[src/sv/sunp_pkg.sv]
// ----------------------------------------------------------------------------
// sunp_pkg
// Shared types, constants and character-class functions for the strict
// unsigned number parser.
// ----------------------------------------------------------------------------
`timescale 1ns / 1ps
`default_nettype none

package sunp_pkg;

    // Width of a character code on the input port
    localparam int CHAR_BITS = 16;
    // Width of the parsed value
    localparam int NUM_BITS  = 64;
    // Accumulator width with room for one extra hex digit of overflow
    localparam int WIDE_BITS = NUM_BITS + 4;

    // Character codes
    localparam logic [CHAR_BITS-1:0] CH_SPACE = CHAR_BITS'('h20);
    localparam logic [CHAR_BITS-1:0] CH_TAB   = CHAR_BITS'('h09);
    localparam logic [CHAR_BITS-1:0] CH_LF    = CHAR_BITS'('h0A);
    localparam logic [CHAR_BITS-1:0] CH_VT    = CHAR_BITS'('h0B);
    localparam logic [CHAR_BITS-1:0] CH_FF    = CHAR_BITS'('h0C);
    localparam logic [CHAR_BITS-1:0] CH_CR    = CHAR_BITS'('h0D);
    localparam logic [CHAR_BITS-1:0] CH_ZERO  = CHAR_BITS'('h30);
    localparam logic [CHAR_BITS-1:0] CH_NINE  = CHAR_BITS'('h39);
    localparam logic [CHAR_BITS-1:0] CH_UC_A  = CHAR_BITS'('h41);
    localparam logic [CHAR_BITS-1:0] CH_UC_F  = CHAR_BITS'('h46);
    localparam logic [CHAR_BITS-1:0] CH_LC_A  = CHAR_BITS'('h61);
    localparam logic [CHAR_BITS-1:0] CH_LC_F  = CHAR_BITS'('h66);

    // Parse phase
    typedef enum logic [1:0] {
        PH_LEAD  = 2'd0,
        PH_DIGIT = 2'd1,
        PH_TRAIL = 2'd2,
        PH_FAIL  = 2'd3
    } t_phase;

    // Decoded digit
    typedef struct packed {
        logic       is_digit;
        logic [3:0] value;
    } t_digit;

    // Whitespace test: space, tab, CR, LF, FF, VT
    function automatic logic is_blank(input logic [CHAR_BITS-1:0] c);
        return (c == CH_SPACE) || (c == CH_TAB) || (c == CH_CR) ||
               (c == CH_LF) || (c == CH_FF) || (c == CH_VT);
    endfunction

    // Digit decode in the selected base
    function automatic t_digit digit_of(input logic [CHAR_BITS-1:0] c,
                                        input logic hex);
        t_digit d;
        d.is_digit = 1'b0;
        d.value    = 4'd0;
        if (c >= CH_ZERO && c <= CH_NINE) begin
            d.is_digit = 1'b1;
            d.value    = 4'(c - CH_ZERO);
        end else if (hex && c >= CH_LC_A && c <= CH_LC_F) begin
            d.is_digit = 1'b1;
            d.value    = 4'(c - CH_LC_A) + 4'd10;
        end else if (hex && c >= CH_UC_A && c <= CH_UC_F) begin
            d.is_digit = 1'b1;
            d.value    = 4'(c - CH_UC_A) + 4'd10;
        end
        return d;
    endfunction

endpackage

`default_nettype wire

[src/sv/strict_unsigned_number_parser.sv]
// ----------------------------------------------------------------------------
// strict_unsigned_number_parser
// Parses a text, one character per word, into an unsigned 64-bit number in
// decimal or hexadecimal, with leading and trailing whitespace skipped.
// ----------------------------------------------------------------------------
// One character word is taken per cycle. A word is registered on input and
// processed out of the input register by a single pass of decode, multiply
// by ten or sixteen (shift and add) and overflow check against the phase and
// accumulator registers; the word marked last then goes from the input
// register into the result register. Input stalls only while a last word
// waits for a result register that is still full and stalled downstream.
// The base register must be written only while no text is in flight.
`timescale 1ns / 1ps
`default_nettype none

module strict_unsigned_number_parser (
    input  wire logic                           i_clk,
    input  wire logic                           i_rst_n,
    // configuration
    input  wire logic                           i_cfg_we,
    input  wire logic                           i_cfg_wdata,
    // input channel
    input  wire logic                           i_valid,
    output logic                                o_stall,
    input  wire logic [sunp_pkg::CHAR_BITS-1:0] i_char_code,
    input  wire logic                           i_char_present,
    input  wire logic                           i_last,
    // output channel
    output logic                                o_valid,
    input  wire logic                           i_stall,
    output logic                                o_ok,
    output logic [sunp_pkg::NUM_BITS-1:0]       o_number
);

    // Base register
    logic r_base_hex;

    // Input register
    logic                           r_in_valid;
    logic [sunp_pkg::CHAR_BITS-1:0] r_char;
    logic                           r_present;
    logic                           r_last;

    // Parse state
    sunp_pkg::t_phase              r_phase, n_phase;
    logic [sunp_pkg::NUM_BITS-1:0] r_acc, n_acc;

    // Result register
    logic                          r_out_valid;
    logic                          r_ok, n_ok;
    logic [sunp_pkg::NUM_BITS-1:0] r_number, n_number;

    // Handshake and datapath signals
    logic                           out_free;
    logic                           s1_go;
    logic                           in_take;
    logic                           hex;
    logic                           blank;
    sunp_pkg::t_digit               dig;
    logic [sunp_pkg::WIDE_BITS-1:0] acc_wide;
    logic [sunp_pkg::WIDE_BITS-1:0] prod;
    logic [sunp_pkg::WIDE_BITS-1:0] sum;
    logic                           ovf;
    sunp_pkg::t_phase               ch_phase;
    logic                           ok_now;

    // Handshake: a last word needs the result register, others pass freely
    assign out_free = !r_out_valid || !i_stall;
    assign s1_go    = r_in_valid && (!r_last || out_free);
    assign o_stall  = r_in_valid && !s1_go;
    assign in_take  = i_valid && !o_stall;

    // Base register write
    always_ff @(posedge i_clk) begin
        if (!i_rst_n) begin
            r_base_hex <= 1'b0;
        end else if (i_cfg_we) begin
            r_base_hex <= i_cfg_wdata;
        end
    end

    // Input register: load on accept, drop once processed
    always_ff @(posedge i_clk) begin
        if (!i_rst_n) begin
            r_in_valid <= 1'b0;
        end else if (in_take) begin
            r_in_valid <= 1'b1;
        end else if (s1_go) begin
            r_in_valid <= 1'b0;
        end
    end

    always_ff @(posedge i_clk) begin
        if (in_take) begin
            r_char    <= i_char_code;
            r_present <= i_char_present;
            r_last    <= i_last;
        end
    end

    // Character classification and next accumulator value
    assign hex      = r_base_hex;
    assign blank    = sunp_pkg::is_blank(r_char);
    assign dig      = sunp_pkg::digit_of(r_char, hex);
    assign acc_wide = {4'd0, r_acc};
    assign prod     = hex ? (acc_wide << 4) : ((acc_wide << 3) + (acc_wide << 1));
    assign sum      = prod + sunp_pkg::WIDE_BITS'(dig.value);
    assign ovf      = |sum[sunp_pkg::WIDE_BITS-1:sunp_pkg::NUM_BITS];

    // Phase after the character of the current word
    always_comb begin
        ch_phase = r_phase;
        if (r_present) begin
            unique case (r_phase)
                sunp_pkg::PH_LEAD: begin
                    if (blank)             ch_phase = sunp_pkg::PH_LEAD;
                    else if (dig.is_digit) ch_phase = sunp_pkg::PH_DIGIT;
                    else                   ch_phase = sunp_pkg::PH_FAIL;
                end
                sunp_pkg::PH_DIGIT: begin
                    if (dig.is_digit)      ch_phase = ovf ? sunp_pkg::PH_FAIL
                                                          : sunp_pkg::PH_DIGIT;
                    else if (blank)        ch_phase = sunp_pkg::PH_TRAIL;
                    else                   ch_phase = sunp_pkg::PH_FAIL;
                end
                sunp_pkg::PH_TRAIL: begin
                    if (!blank)            ch_phase = sunp_pkg::PH_FAIL;
                end
                sunp_pkg::PH_FAIL: begin
                    ch_phase = sunp_pkg::PH_FAIL;
                end
                default: ch_phase = sunp_pkg::PH_FAIL;
            endcase
        end
    end

    // Next phase: back to the start after a last word
    always_comb begin
        n_phase = r_phase;
        if (s1_go) begin
            n_phase = r_last ? sunp_pkg::PH_LEAD : ch_phase;
        end
    end

    // Accumulator update and result value
    always_comb begin
        n_acc = r_acc;
        if (r_present && dig.is_digit) begin
            if (r_phase == sunp_pkg::PH_LEAD) begin
                n_acc = sunp_pkg::NUM_BITS'(dig.value);
            end else if (r_phase == sunp_pkg::PH_DIGIT && !ovf) begin
                n_acc = sum[sunp_pkg::NUM_BITS-1:0];
            end
        end
        ok_now   = (ch_phase == sunp_pkg::PH_DIGIT) || (ch_phase == sunp_pkg::PH_TRAIL);
        n_ok     = ok_now;
        n_number = ok_now ? n_acc : '0;
        if (!s1_go) begin
            n_acc = r_acc;
        end else if (r_last) begin
            n_acc = '0;
        end
    end

    // Parse state registers
    always_ff @(posedge i_clk) begin
        if (!i_rst_n) begin
            r_phase <= sunp_pkg::PH_LEAD;
            r_acc   <= '0;
        end else begin
            r_phase <= n_phase;
            r_acc   <= n_acc;
        end
    end

    // Result register: load on a last word, drop once taken
    always_ff @(posedge i_clk) begin
        if (!i_rst_n) begin
            r_out_valid <= 1'b0;
        end else if (s1_go && r_last) begin
            r_out_valid <= 1'b1;
        end else if (!i_stall) begin
            r_out_valid <= 1'b0;
        end
    end

    always_ff @(posedge i_clk) begin
        if (s1_go && r_last) begin
            r_ok     <= n_ok;
            r_number <= n_number;
        end
    end

    assign o_valid  = r_out_valid;
    assign o_ok     = r_ok;
    assign o_number = r_number;

    // A failed result carries a zero number
    a_fail_zero : assert property (@(posedge i_clk) disable iff (!i_rst_n)
        r_out_valid && !r_ok |-> r_number == '0)
        else $error("failed result with non-zero number");

    // The start phase always has an empty accumulator
    a_lead_zero : assert property (@(posedge i_clk) disable iff (!i_rst_n)
        r_phase == sunp_pkg::PH_LEAD |-> r_acc == '0)
        else $error("accumulator not clear in leading phase");

    // A last word returns the parser to its start phase
    a_last_restart : assert property (@(posedge i_clk) disable iff (!i_rst_n)
        s1_go && r_last |=> r_phase == sunp_pkg::PH_LEAD)
        else $error("parser not restarted after last word");

    // Failure sticks until the end of the text
    a_fail_sticky : assert property (@(posedge i_clk) disable iff (!i_rst_n)
        r_phase == sunp_pkg::PH_FAIL && !(s1_go && r_last)
            |=> r_phase == sunp_pkg::PH_FAIL)
        else $error("failed phase left before end of text");

endmodule

`default_nettype wire
[config.mk]
export PLATFORM = sky130hd
export DESIGN_NAME = strict_unsigned_number_parser
export DESIGN_NICKNAME = d
export VERILOG_FILES = /design/src/sv/sunp_pkg.sv /design/src/sv/strict_unsigned_number_parser.sv
export SDC_FILE = /design/constraint.sdc
export NUM_CORES = 1
export LEC_CHECK = 0
export BUFFER_PORTS_ARGS = -buffer_cell sky130_fd_sc_hd__clkbuf_2
export CORE_UTILIZATION = 35
export DETAILED_ROUTE_END_ITERATION = 8
export PLACE_DENSITY = 0.62
export SLEW_MARGIN = 20
export SYNTH_ARGS = -nofsm -noshare
export SYNTH_HDL_FRONTEND = slang
export SYNTH_SLANG_ARGS = --single-unit
[constraint.sdc]
create_clock -name i_clk -period 14.2 [get_ports i_clk]
set_input_delay 0.71 -clock i_clk [delete_from_list [all_inputs] [get_ports i_clk]]
set_output_delay 0.71 -clock i_clk [all_outputs]
set_load 0.005 [all_outputs]
---- Word level (Yosys, flattened, before mapping) ----
Cells that the tools add are included.
word-level totals
  bits of input ports ..................... 24
  output and inout port bits .............. 67
  register bits after elaboration ......... 152
  word-level logic and storage cells ...... 84
cells by class
  multiplexer cells ....................... 21
  reduce and logical (&&, ||, !) cells .... 28
  add/subtract/negate cells ............... 7
  magnitude comparators ................... 6
  eq/ne operators ......................... 12
operators with widths
  operator                                                         number
  2-to-1 mux 64 bit                                                4
  equality test 16 x 4 -> 1 bit, second input constant             5
  adder 67 x 65 -> 68 bit                                          1
  adder 68 x 4 -> 68 bit                                           1
  2-to-1 mux 68 bit                                                1
  >= comparator 16 x 7 -> 1 bit, second input constant             2
  less-or-equal comparator 16 x 7 -> 1 bit, second input constant  2
  equality test 16 x 6 -> 1 bit, second input constant             1
  >= comparator 16 x 6 -> 1 bit, second input constant             1
  less-or-equal comparator 16 x 6 -> 1 bit, second input constant  1
  2-to-1 mux 5 bit                                                 3
  2-to-1 mux 2 bit                                                 7
  subtractor 4 x 1 -> 4 bit, second input constant                 3
  logical AND 1 bit                                                11
  adder 4 bit, second input constant                               2
  logical OR 1 bit                                                 8
  case mux 2 bit (4 select lines)                                  1
  equality test 2 bit, second input constant                       3
  logical NOT 1 bit                                                6
  2-to-1 mux 1 bit                                                 5
  equality test 2 x 1 -> 1 bit, second input constant              2
  OR reduction 4 bit                                               1
  logical NOT 2 bit                                                1
  != test 2 x 1 -> 1 bit, second input constant                    1
  nonzero test 2 bit                                               1

---- Depth between registers and ports, before layout ----
Gate-level depths: netlist of run 1.
  depth after elaboration ................. 14
  mapped depth ............................ 28
  depth with buffers taken out ............ 21

---- Least setup slack after synthesis of run 1 ----
No wires, ideal clock.
  path kind ............................... reg2reg
  start point ............................. register r_base_hex (netlist: hex)
  end point ............................... register r_number, in the netlist o_number[8], data pin
  data required time ...................... 13.934 ns
  clock period less this slack ............ 6.345 ns
  slack ................................... 7.855 ns
  arrival time ............................ 6.079 ns
  buffers on the path ..................... 11
  library setup time ...................... 0.266 ns
  cell stages (with the launch flop) ...... 26
  cell sequence ........................... dfxtp_1 > clkbuf_1 > buf_2 > buf_1 > buf_2 > buf_2 > buf_1 > clkbuf_1 > clkbuf_1 > nor2b_1 > ha_1 > a21oi_1 > a21oi_1 > nor2b_1 > nand2_1 > or4_1 > clkbuf_1 > and3b_1 > nand3_1 > or4_1 > a311o_1 > or3_1 > buf_2 > clkbuf_1 > a32oi_1 > nor2_1
between the ends
  longest elaborated chain between the ends .. 13
  elaborated cells on any way between the ends .. 25
  those cells by class .................... add/sub: 1; eq/ne: 2; mux: 13; reduce/logical: 9
ends and longest elaborated chain
  what                                                                        RTL line                              source
  from (decl)                                                                 strict_unsigned_number_parser.sv:36   logic r_base_hex;
  from (signal assigned)                                                      strict_unsigned_number_parser.sv:78   r_base_hex <= i_cfg_wdata;
  logical AND 1 bit (2 in a row)                                              sunp_pkg.sv:64                        end else if (hex && c >= CH_UC_A && c <= CH_UC_F) begin
  2-to-1 mux 5 bit                                                            sunp_pkg.sv:64
  2-to-1 mux 5 bit                                                            sunp_pkg.sv:61                        end else if (hex && c >= CH_LC_A && c <= CH_LC_F) begin
  2-to-1 mux 5 bit                                                            sunp_pkg.sv:58                        if (c >= CH_ZERO && c <= CH_NINE) begin
  adder 68 x 4 -> 68 bit                                                      strict_unsigned_number_parser.sv:107  assign sum = prod + sunp_pkg::WIDE_BITS'(dig.value);
  OR reduction 4 bit                                                          strict_unsigned_number_parser.sv:108  assign ovf = |sum[sunp_pkg::WIDE_BITS-1:sunp_pkg::NUM_BITS];
  2-to-1 mux 2 bit (2 in a row)                                               strict_unsigned_number_parser.sv:121  if (dig.is_digit) ch_phase = ovf ? sunp_pkg::PH_FAIL
  case mux 2 bit (4 select lines)                                             strict_unsigned_number_parser.sv:114  unique case (r_phase)
  2-to-1 mux 2 bit                                                            strict_unsigned_number_parser.sv:113  if (r_present) begin
  equality test 2 x 1 -> 1 bit / equality test 2 bit (equally long branches)  strict_unsigned_number_parser.sv:155  ok_now = (ch_phase == sunp_pkg::PH_DIGIT) || (ch_phase == sunp_pkg::PH_TRAIL);
  logical OR 1 bit                                                            strict_unsigned_number_parser.sv:155
  to (signal assigned)                                                        strict_unsigned_number_parser.sv:190  r_number <= n_number;
  to (decl)                                                                   strict_unsigned_number_parser.sv:51   logic [sunp_pkg::NUM_BITS-1:0] r_number, n_number;
Several ways; a longest one is shown, not always the timed one.
A chain may end at the register's enable or synchronous reset.

---- Worst setup path in the final report of run 1 ----
  start point ............................. register r_base_hex (netlist: hex)
  end point ............................... register r_acc[34] (netlist name)
between the ends
  longest elaborated chain between the ends .. 13
  elaborated cells on any way between the ends .. 17
  those cells by class .................... add/sub: 1; mux: 8; reduce/logical: 8
ends and longest elaborated chain
  what                            RTL line                              source
  logical AND 1 bit (2 in a row)  sunp_pkg.sv:64
  2-to-1 mux 5 bit                sunp_pkg.sv:64
  2-to-1 mux 5 bit                sunp_pkg.sv:61
  2-to-1 mux 5 bit                sunp_pkg.sv:58
  adder 68 x 4 -> 68 bit          strict_unsigned_number_parser.sv:107
  OR reduction 4 bit              strict_unsigned_number_parser.sv:108
  logical NOT 1 bit               strict_unsigned_number_parser.sv:151  end else if (r_phase == sunp_pkg::PH_DIGIT && !ovf) begin
  logical AND 1 bit               strict_unsigned_number_parser.sv:151
  2-to-1 mux 64 bit               strict_unsigned_number_parser.sv:151
  2-to-1 mux 64 bit               strict_unsigned_number_parser.sv:149  if (r_phase == sunp_pkg::PH_LEAD) begin
  2-to-1 mux 64 bit *             strict_unsigned_number_parser.sv:148  if (r_present && dig.is_digit) begin
  2-to-1 mux 64 bit *             strict_unsigned_number_parser.sv:160  end else if (r_last) begin
  to (signal assigned)            strict_unsigned_number_parser.sv:172  r_acc <= n_acc;
  to (decl)                       strict_unsigned_number_parser.sv:46   logic [sunp_pkg::NUM_BITS-1:0] r_acc, n_acc;
Every way passes the cells marked *; elsewhere a longest branch is shown, timed or not.

==> reports/results.tsv, run 1 <==
metric	value	unit
core	38650	sq um
die_area	39970	sq um
cp_common_cell	nand2_1	
whs_path_depth	1	
synth_area_per_cell	8.245	sq um
gp_congestion	0.9815	
synth-seq-cells	152	
synth.largest_area_cell	edfxtp_1	
vdd_ir_drop_max	0.09929	mV
synth.distinct_cells	99	
status	finished clean	
grt_max_degree	79	
numCtsBuffers	17	
hold_path.class	input port to flop	
cts_root_buffer	clkbuf_16	
leakagePower	0.005560	uW
clock_sinks	152	
met3_usage	0.04469	
final_nets	1777	
synth_edf_count	83	
core.rowCount	72	
crit_cells	22	
drt-total-wl	47910	um
start_util	0.3548	
drcViolationCount	0	
io_buffers	90	
worstSetupStartpointType	flop	
ys.flop_type	edfxtp_1	
powerDensity	67.47	nW/um^2
critPathTopFamily	simple AND/OR/NAND/NOR gates	
fin_crit	7427	ps
clkLatencyLatePin	480	ps
power	1015	uW
vias	13710	
synthMostInstantiatedCell	nor2_1	
ctsHoldBuffers	0	
syn_nets	1759	
h-tree-depth	4	
grt_pass1_wl	74280	um
ys_warn_count	0	
critPathMaxFanout	78	
relSlewSlack	0.3982	
synth_top_area_frac	0.1818	
area_delta_synth_final	9.736	%
fp.dieW	199.9	um
met2_usage	0.3804	
gr-total-overflow	0	
maxCapViolations	0	
tns	0	ps
dp_hpwl	35750	um
wl_per_cell	21.66	um
netlist_top_cells_area	edfxtp_1 18%, dfxtp_1 10%, ha_1 6.4%	
synth_common_cells	180 x nor2_1, 161 x nand2_1, 111 x a21oi_1	
cp_slowest_stage_delay	850	ps
critPathKind	flop to flop	
ant_nets	0	
grt_use_total	0.2434	
drt_iter0_markers	1370	
cts_buffer_depth	2	
die_h	199.9	um
rsz0062_at_grt	false	
reg2reg_depth	22	
vias_per_cell	6.198	
synth_async_sr_flop_share	0	
hold_viol_final	0	
worstSetupEndpointType	flop	
critPathArrivalTime	7830	ps
slowest_stage	dfxtp_4	
cts_setup_buffers	0	
cts_tree	done	
timing.critical_path.cells	inv_2 > nor4b_1 > nand2_1 > nor3_1 > nand2_1 > o21ai_0 > inv_1 > fa_1 > nor2b_1 > o21bai_1 > or2_1 > nor3_1 > nor3b_1 > nand3b_1 > nor2_1 > nand3_1 > or4_1 > a22oi_2 > nand2_1 > nor2_4 > buf_4 > a22o_1	
min_period_over_period	0.5231	
path_clk_slew	80	ps
busiest_layer	met2	
path_buf_inv	3	
skew	19.07	ps
use_met1	0.3322	
critPathRequiredTime	14600	ps
ctsResizeCount	0	
fmax	134.6	MHz
worst_slew_pin_slew	902.7	ps
slew_violations	0	
antenna_found_initial	0	
dr.pass1.iters	5	
yosysSeqAreaShare	0.2825	
syn_inst	1663	
grt_pass1_vias	12940	
ioPinCount	91	
drive_gt1_frac	0.1163	
setup_violations	0	
antennaDiodeCount	0	
r2r_slack	6770	ps
synthesis.area	13710	sq um
flip-flops by register name (all words and copies together) (netlist names):
name / count
hex: 1
r_in_valid: 1
o_number: 64
r_phase: 2
r_acc: 64
r_last: 1
o_valid: 1
o_ok: 1
r_present: 1
r_char: 16
metal layers:
layer | part of all wire | wire length (um)
met4 | 0.028 | 1343
met1 | 0.45 | 21670
met2 | 0.44 | 21200
met3 | 0.077 | 3685
met5 | 0 | 0
stage by stage:
| step | instance area [sq um] | hold slack [ps] | setup WS [ps] | instances | utilization |
|---|---|---|---|---|---|
| after floorplan | 13710 | 486.1 | 7855 | 1663 | - |
| after global placement | 14410 | 516.2 | 7205 | 2179 | 0.3730 |
| after CTS | 15020 | 390.6 | 6797 | 2211 | 0.3886 |
| after detailed placement | 14410 | 529.9 | 6826 | 2179 | 0.3730 |
| final | 15050 | 401.7 | 6773 | 2212 | 0.3893 |
| after global routing | 15050 | 391.5 | 6067 | 2212 | 0.3893 |
path summary, 6_finish.rpt:
path / startpoint / to
max: hex$_SDFFE_PN0P_ / r_acc[34]$_SDFFE_PN0P_
min: i_char_code[9] / r_char[9]$_DFFE_PP_
max reg2reg: hex$_SDFFE_PN0P_ / r_acc[34]$_SDFFE_PN0P_
min reg2reg: r_acc[0]$_SDFFE_PN0P_ / r_acc[0]$_SDFFE_PN0P_
cell type report:
class / count / area [sq um]
well taps: 518 / 648.1
clock buffers: 17 / 425.4
clock inverters: 15 / 180.2
flip-flops and latches: 152 / 3877
inverters: 27 / 101.3
fillers: 3933 / 23600
multi-input cells: 1379 / 9239
repair buffers: 104 / 575.6
cell usage in the layout (no fill, tap or decap), types with 26 or more instances in the layout:
| cell | Yosys | final |
|---|---|---|
| a21o_1 | 28 | 27 |
| a22o_1 | 59 | 59 |
| dfxtp_1 | 69 | 68 |
| xor2_1 | 41 | 41 |
| xnor2_1 | 47 | 47 |
| a32oi_1 | 56 | 56 |
| o21ai_0 | 71 | 71 |
| nor2_1 | 180 | 180 |
| edfxtp_1 | 83 | 83 |
| inv_1 | 26 | 26 |
| nand4_1 | 43 | 43 |
| nand2_1 | 161 | 160 |
| a21oi_1 | 111 | 110 |
| o21ai_1 | 27 | 27 |
| nand3_1 | 39 | 39 |
| nor3_1 | 36 | 36 |
| ha_1 | 70 | 70 |
| clkbuf_2 | 0 | 90 |
cells by family (layout without fill, tap and decap cells):
logic type | after synthesis | count (layout) | share of synthesized area
xor gates and xnor gates | 88 | 88 | 0.05621
adders and majority gates | 72 | 72 | 0.06679
DFF | 152 | 152 | 0.2825
muxes | 30 | 30 | 0.02236
AOI/OAI and AO/OA | 564 | 564 | 0.2977
and+or+nand+nor | 625 | 625 | 0.2290
buffers and inverters | 132 | 163 | 0.04535
power breakdown:
part	internal [uW]	total, uW	switching (uW)	leakage [uW]
combinational	16.3	54.6	38.3	0.00384
clock	266	486	219	0.000294
sequential	468	475	7.27	0.00142
(Power assumes the default switching activity.)
==> inputs of run 2 (changes only) <==
- PLACE_DENSITY: 0.62 -> 0.64
- clock period: 14.2 -> 6.6 ns (I/O delays scaled with it)
==> run 2 against run 1 <==
Compared with the run above:
- clock skew down 4.2 ps
- largest power group unchanged
- largest cell class unchanged
- worst setup slack worse by 6400 ps
- total power up 110%
==> reports/results.tsv, run 2 (synthesis results as in run 1) <==
metric	value	unit
drt_iter0_markers	1125	
vdd_ir_drop_max	0.1856	mV
grt_pass1_wl	73890	um
numCtsBuffers	17	
hold_path.class	input port to flop	
power_switching	550.0	uW
fmax	160.1	MHz
fin_crit	6245	ps
clkPwrFrac	0.472	
drcViolationCount	0	
gr-total-overflow	0	
clkLatencyLatePin	470	ps
critPathRequiredTime	6950	ps
wl_per_cell	21.54	um
setup_violations	0	
fp.dieW	199.9	um
status	finished clean	
power_frac_seq	0.470	
core.rowCount	72	
use_met1	0.3311	
area_delta_synth_final	11.20	%
ioPinCount	91	
grt_use_total	0.2410	
dpl_cell_area	14590	sq um
final_common_cell	nor2_1	
leakagePower	0.005688	uW
hold_viol_final	0	
io_buffers	90	
worstSetupEndpointType	flop	
hold_ws	43.13	ps
slowest_stage	or4_1	
tns	0	ps
clock_sinks	152	
dr.pass1.iters	6	
met2_usage	0.3862	
skew	14.83	ps
antenna_found_initial	0	
cp_slowest_stage_delay	600	ps
dp_hpwl	36560	um
relSlewSlack	0.3253	
critPathKind	flop to flop	
combPwrFrac	0.058	
vias	13850	
final_nets	1802	
path_clk_slew	70	ps
ctsHoldBuffers	0	
vias_per_cell	6.193	
powerDensity	141.6	nW/um^2
cts_tree	done	
critPathMaxFanout	30	
layout_setup_ws	354.9	ps
reg2reg_to	r_acc[27]$_SDFFE_PN0P_	
worstHoldEndpoint	r_char[4]$_DFFE_PP_	
final_area	15250	sq um
whs_path_depth	1	
grt_max_degree	66	
slew_violations	0	
critPathArrivalTime	6590	ps
min_period_over_period	0.9462	
core	38650	sq um
final_cell_mix	179 x nor2_1, 160 x nand2_1, 110 x a21oi_1	
h-tree-depth	4	
timing.critical_path.cells	ha_1 > fa_1 > a21o_1 > a221o_1 > a22oi_2 > a21boi_1 > or3_1 > o211ai_2 > nand4b_1 > nor2_1 > nand3_1 > or4_1 > a311o_1 > or3_2 > a21o_2 > buf_4 > a22o_1	
cts_root_buffer	clkbuf_16	
drive_gt1_frac	0.1332	
p_int	1609	uW
pre_cts_slack	96.47	ps
worst_slew_pin_slew	1010	ps
power	2159	uW
ant_nets	0	
switching_share	0.2548	
rsz0062_at_grt	false	
cts_buffer_depth	2	
grt_pass1_vias	12640	
critPathLaunch	r_acc[2]$_SDFFE_PN0P_	
worstSetupStartpointType	flop	
antennaDiodeCount	0	
gp_congestion	1.007	
maxCapViolations	0	
min_from	i_char_code[4]	
r2r_start	r_acc[2]$_SDFFE_PN0P_	
drt-total-wl	48180	um
reg2reg_depth	17	
die_area	39970	sq um
r2r_slack	350	ps
start_util	0.3548	
die_h	199.9	um
busiest_layer	met2	
fillers	3941	
met3_usage	0.03629	
run 2: cell count changes in the layout (fill, tap and decap cells not counted), moves of 2 or more:
cell | before | now
buf_6 | 0 | 2
buf_4 | 13 | 36
nor4_1 | 11 | 9
inv_8 | 5 | 2
nor4_2 | 4 | 6
clkinv_2 | 1 | 3
run 2: through the flow:
step             util  std cells
6_report       0.3945       2237
5_1_grt        0.3945       2237
4_1_cts        0.3929       2235
3_5_place_dp   0.3776       2203
3_3_place_gp   0.3776       2203
2_1_floorplan       -       1663
run 2: power by group through the flow:
stage | logic (uW) | registers [uW] | clock network [uW]
finish | 126 | 1010 | 1020
CTS | 126 | 1010 | 1040
global route | 137 | 1020 | 1070
global placement | 122 | 1030 | 0
floorplan | 85.6 | 1030 | 0
detailed placement | 126 | 1030 | 0
run 2: how the worst max path moves through the flow:
stage	cells after the start	slack [ps]	end
finish	17	350	r_acc[27]$_SDFFE_PN0P_
global route	22	2	o_number[57]$_SDFFCE_PN0P_
CTS	21	70	o_number[54]$_SDFFCE_PN0P_
detailed placement	21	100	o_number[54]$_SDFFCE_PN0P_
global placement	21	200	o_number[54]$_SDFFCE_PN0P_
floorplan	25	260	o_number[8]$_SDFFCE_PN0P_
run 2: per-layer routing:
metal,up-vias,share of wire
met3,64,0.057
met1,6792,0.46
met4,0,0.022
li1,6493,-
met2,504,0.46
met5,-,0
run 2: timing repair:
item | 4_1_cts | 5_1_grt
endpoints found under the setup margin | 0 | 129
buffers inserted | 0 | 2
resized for setup | 0 | 13
run 2: area by class of cell:
cell class	count	area, sq um	share of cell area
clock buffers	17	425.4	0.02790
clock inverters	15	166.4	0.01091
inverters	27	101.3	0.006647
multi-input cells	1379	9270	0.6080
flip-flops and latches	152	3877	0.2543
well taps	518	648.1	0.04251
repair buffers	129	758.2	0.04973
run 2: critical path, delay by kind of cell (launching register included):
| family | cells | cell delay (ps) |
|---|---|---|
| compound gates | 8 | 2410 |
| fa+ha+maj | 2 | 700 |
| buf+inv | 1 | 230 |
| flops | 1 | 410 |
| simple gates | 6 | 2340 |
